<file path="src/sam_ram.sv">
// generic single-port-write, registered-read ram
module sam_ram #(
  parameter int WIDTH = 8,
  parameter int DEPTH = 256
) (
  input  logic                     clk,
  input  logic                     we,
  input  logic [$clog2(DEPTH)-1:0] waddr,
  input  logic [WIDTH-1:0]         wdata,
  input  logic [$clog2(DEPTH)-1:0] raddr,
  output logic [WIDTH-1:0]         rdata
);

  logic [WIDTH-1:0] mem [DEPTH];

  always_ff @(posedge clk) begin
    if (we) begin
      mem[waddr] <= wdata;
    end
    rdata <= mem[raddr];
  end

endmodule

</file>
<file path="config.mk">
export PLATFORM = sky130hd
export DESIGN_NAME = sam_ram
export DESIGN_NICKNAME = d
export VERILOG_FILES = /design/src/sam_ram.sv
export SDC_FILE = /design/constraint.sdc
export NUM_CORES = 2
export LEC_CHECK = 0
export ABC_AREA = 1
export BUFFER_PORTS_ARGS = -buffer_cell sky130_fd_sc_hd__buf_2
export CORE_ASPECT_RATIO = 2
export CORE_MARGIN = 4
export CORE_UTILIZATION = 50
export DETAILED_ROUTE_END_ITERATION = 8
export GPL_TIMING_DRIVEN = 1
export PLACE_DENSITY_LB_ADDON = 0.1
export SYNTH_ARGS = -nofsm -noshare
export SYNTH_HDL_FRONTEND = slang
export SYNTH_SLANG_ARGS = --single-unit
</file>
<file path="constraint.sdc">
create_clock -name clk -period 3.05 [get_ports clk]
set_input_delay 0.915 -clock clk [delete_from_list [all_inputs] [get_ports clk]]
set_output_delay 0.915 -clock clk [all_outputs]
set_load 0.01 [all_outputs]
</file>
* Word level (Yosys, flattened, before mapping)
Memory sizes are Yosys's and may differ from the RTL's. A register that Yosys moved wholly into a read port is not among the register bits.
Cells that the tools add are included.
** Word-level totals
- Register bits :: 0
- Word-level logic and storage cells :: 3
- Input port bits :: 26
- Memory bits (writable) :: 2048
- Memories :: 1
- Output and inout bits :: 8
** Operators by class
- Mux-type cells :: 2
** Memories
- mem :: depth 256, bits a word 8, rd ports 1, clocked after memory_dff 1, write ports 1, RTL line 14 : logic [WIDTH-1:0] mem [DEPTH];
** Operator list (count)
- 1-bit 2-to-1 mux :: 2

* Depth between registers and ports, before layout
- Depth in word-level cells :: 2
- Mapped depth :: 15
- Depth with buffers taken out :: 11

* Worst setup path after synthesis
Ideal clock, no wire load.
- Path type :: in2reg
- Start point :: in we
- End point :: mem mem[162][0] (enable)
- Setup slack :: 0.644 ns
- Setup time :: 0.370 ns
- Cell stages on the path :: 4
- Path buffers :: 2
- Arrival time :: 2.036 ns
- Required time :: 2.680 ns
- Cells stage by stage :: clkbuf_1 > nand3_1 > clkbuf_1 > nor2_1
** Between the ends
- Word-level cells in the longest chain between the ends :: 2
** RTL lines
- from (decl) :: RTL line 7 : input logic we,
- 1-bit 2-to-1 mux :: RTL line 17 : if (we) begin
- 1-bit 2-to-1 mux (not written as such) :: RTL line 18 : mem[waddr] <= wdata;
- to (decl) :: RTL line 14
No other way between the ends.

==> flow_metrics.py <==
metrics = {
    "routing": {
        "drt-initial-drc-count": 5816,
        "ant_nets": 0,
        "wl_um": 252000,
        "drc_errors": 0,
        "vias_per_cell": 5.84,
        "firstDrtPassIters": 6,
        "vias": 56300,
        "wl_per_cell_um": 26.2,
    },
    "timing": {
        "skew_ns": 0.0253,
        "setup_viol": 0,
        "fin_hold_ws_ns": 0.433,
        "finalCriticalPeriod_ns": 2.77,
        "finalHoldViolations": 0,
        "layout_setup_ws_ns": 0.282,
        "drv_slew": 0,
        "slew_headroom_pct": 24.8,
        "rsz0062_at_grt": "no",
        "tightest_slew_ns": 1.13,
        "fin_crit_sh_pct": 90.8,
        "fmax_mhz": 361,
    },
    "critical_path": {
        "path_cells": "buf_8 > inv_8 > buf_12 > nand3_1 > nand3_1 > nand3_1 > nand3_1 > nand3_1 > nand3_1 > nand2_1 > nand2_1 > nand2_1",
        "slowest_delay_ns": 0.39,
        "cpMostUsedCell": "nand3_1",
        "path_max_fanout": 96,
        "startpoint_type": "input pin",
        "crit_family": "simple AND/OR/NAND/NOR gates",
        "crit_path_end_kind": "flop",
        "required_ns": 3.74,
        "crit_buf_inv": 3,
        "crit_arrival_ns": 3.46,
        "path_class": "in2reg",
        "slowest_stage": "nand3_1",
    },
    "placement": {
        "numPortBuffers": 33,
        "hpwl_um": 162000,
        "dp_cells": 9322,
        "post-place-ws_ns": -0.389,
        "place_congestion": 0.895,
    },
    "clocking": {
        "cts.sinks": 2056,
        "post_cts_resized": 0,
        "cts_buffer_depth": 4,
        "cts_max_level": 4,
        "root_buffer": "clkbuf_16",
        "postCtsSetupBuffers": 0,
        "cts_buffers": 182,
        "cts_tree": "built",
        "clk_latency_ns": 0.82,
        "clk_pin_slew_ns": 0.06,
        "cts-hold-fix-buffers": 0,
    },
    "finish": {
        "stdcell_count": 9644,
        "nets": 7402,
        "drive_gt1_share_pct": 12.3,
        "final_common_cell": "nand2_1",
        "syn2layout_area_growth_pct": 15.1,
        "final_cell_mix": "nand2_1 (2121), edfxtp_1 (2048), nand3_1 (2019)",
        "fill_cells": 13400,
    },
    "power_and_ir_drop": {
        "cellPowerDensity_nw_per_um2": 609,
        "ir_drop_uv": 436,
        "leakage_nw": 34.3,
    },
    "worst_hold_path": {
        "hold_class": "in2reg",
    },
    "yosys": {
        "synthSimpleGateAreaFrac_pct": 22.9,
        "synth-seq-cells": 2056,
        "synth_top_family_by_area": "simple AND/OR/NAND/NOR gates",
        "synthMuxAreaShare_pct": 0,
        "synth_fa_ha_area_share_pct": 0,
        "yosysWarnings": 0,
        "netlist_instances": 7003,
        "ys_types": 14,
        "syn_area_per_cell_um2": 11.9,
        "synth-compound-area-share_pct": 0,
        "syn_nets": 7029,
        "synthesis.area_um2": 83400,
        "ys_seq_area_share_pct": 73.9,
        "yosys.area_share.xor_xnor_pct": 0,
    },
    "die": {
        "die_area_um2": 174000,
        "fp-row-count": 211,
        "die_x_um": 297,
        "boundaryPins": 34,
        "die_h_um": 586,
        "coreArea_um2": 166000,
        "start_util_pct": 50.4,
    },
    "grt": {
        "grt_pass1_vias": 55700,
        "overflow": 0,
        "grt_pass1_wl_um": 370000,
        "antenna_found_initial": 4,
        "grt_max_degree": 97,
        "track_usage_pct": 28.8,
    },
    "run_status": {
        "status": "completed",
    },
    "job": {
        "max_cap_violations": 0,
    },
}
-- synth_stat cells --
cell type / instances / area (um2)
inv_1: 36 / 135
dfxtp_1: 8 / 160
clkbuf_1: 112 / 420
inv_4: 1 / 6.26
buf_2: 268 / 1340
buf_6: 16 / 180
inv_2: 2 / 7.51
nor2_1: 283 / 1060
buf_1: 40 / 150
nand2_1: 2123 / 7970
edfxtp_1: 2048 / 61500
nand3_1: 2019 / 10100
buf_4: 46 / 345
buf_8: 1 / 15.0
-- worst reg2reg max path: cells and delay by family, from the launching register on --
family	cells	cell delay (ns)
DFF	1	0.36
and+or+nand+nor	10	1.59
-- kinds of logic after synthesis --
kind of cell | count (synthesis)
buffers and inverters | 522
DFF | 2056
and+or+nand+nor | 4425
-- registers in the layout, indices dropped and copies added (netlist names) --
register,count
mem,2048
rdata,8
-- power by group --
part	leakage [nW]	internal [W]	switching [W]	total, W
Sequential	18.5	0.0311	0.0000404	0.0312
Clock	2.85	0.0131	0.0101	0.0232
Combinational	13.0	0.00117	0.00290	0.00407
-- layout make-up --
cell class	count	area, um2	area share (%)
multi-input cells	4425	19100	19.9
clock buffers	225	4850	5.06
repair buffers	672	6460	6.73
inverters	39	180	0.188
well taps	2130	2670	2.78
flip-flops and latches	2056	61700	64.3
diodes	6	15.0	0.0156
clock inverters	91	995	1.04
-- worst paths after layout --
| check | startpoint | endpoint | slack [ns] | cells past startpoint |
|---|---|---|---|---|
| worst min register to register | mem[144][3] | rdata[3] | 0.99 | 10 |
| worst max-delay path | raddr[1] | rdata[2] | 0.28 | 12 |
| worst max register to register | mem[53][2] | rdata[2] | 0.97 | 10 |
| worst min-delay path | wdata[3] | mem[94][3] | 0.43 | 1 |
-- through the flow --
| stage | instance area, um2 | utilization, % | TNS, ns | power [W] |
|---|---|---|---|---|
| finish | 96000 | 58.0 | 0 | 0.0584 |
| floorplan | 83400 | - | 0 | 0.0337 |
| global placement | 90100 | 54.4 | -2.13 | 0.0358 |
| global route | 96000 | 58.0 | 0 | 0.0601 |
| CTS | 95900 | 58.0 | 0 | 0.0588 |
| detailed placement | 90100 | 54.4 | -2.13 | 0.0358 |
-- layer usage --
| metal | share of wire, % | GRT usage [%] | vias to the layer above | routed length [um] |
|---|---|---|---|---|
| met5 | 0 | 0 | - | 0 |
| met2 | 53 | 52.3 | 2168 | 133000 |
| met3 | 5.6 | 2.97 | 616 | 14000 |
| met1 | 35 | 33.4 | 27900 | 89000 |
| li1 | - | - | 25600 | - |
| met4 | 6.5 | 16.2 | 0 | 16500 |
No activity file was read; power rests on OpenSTA's default activity.
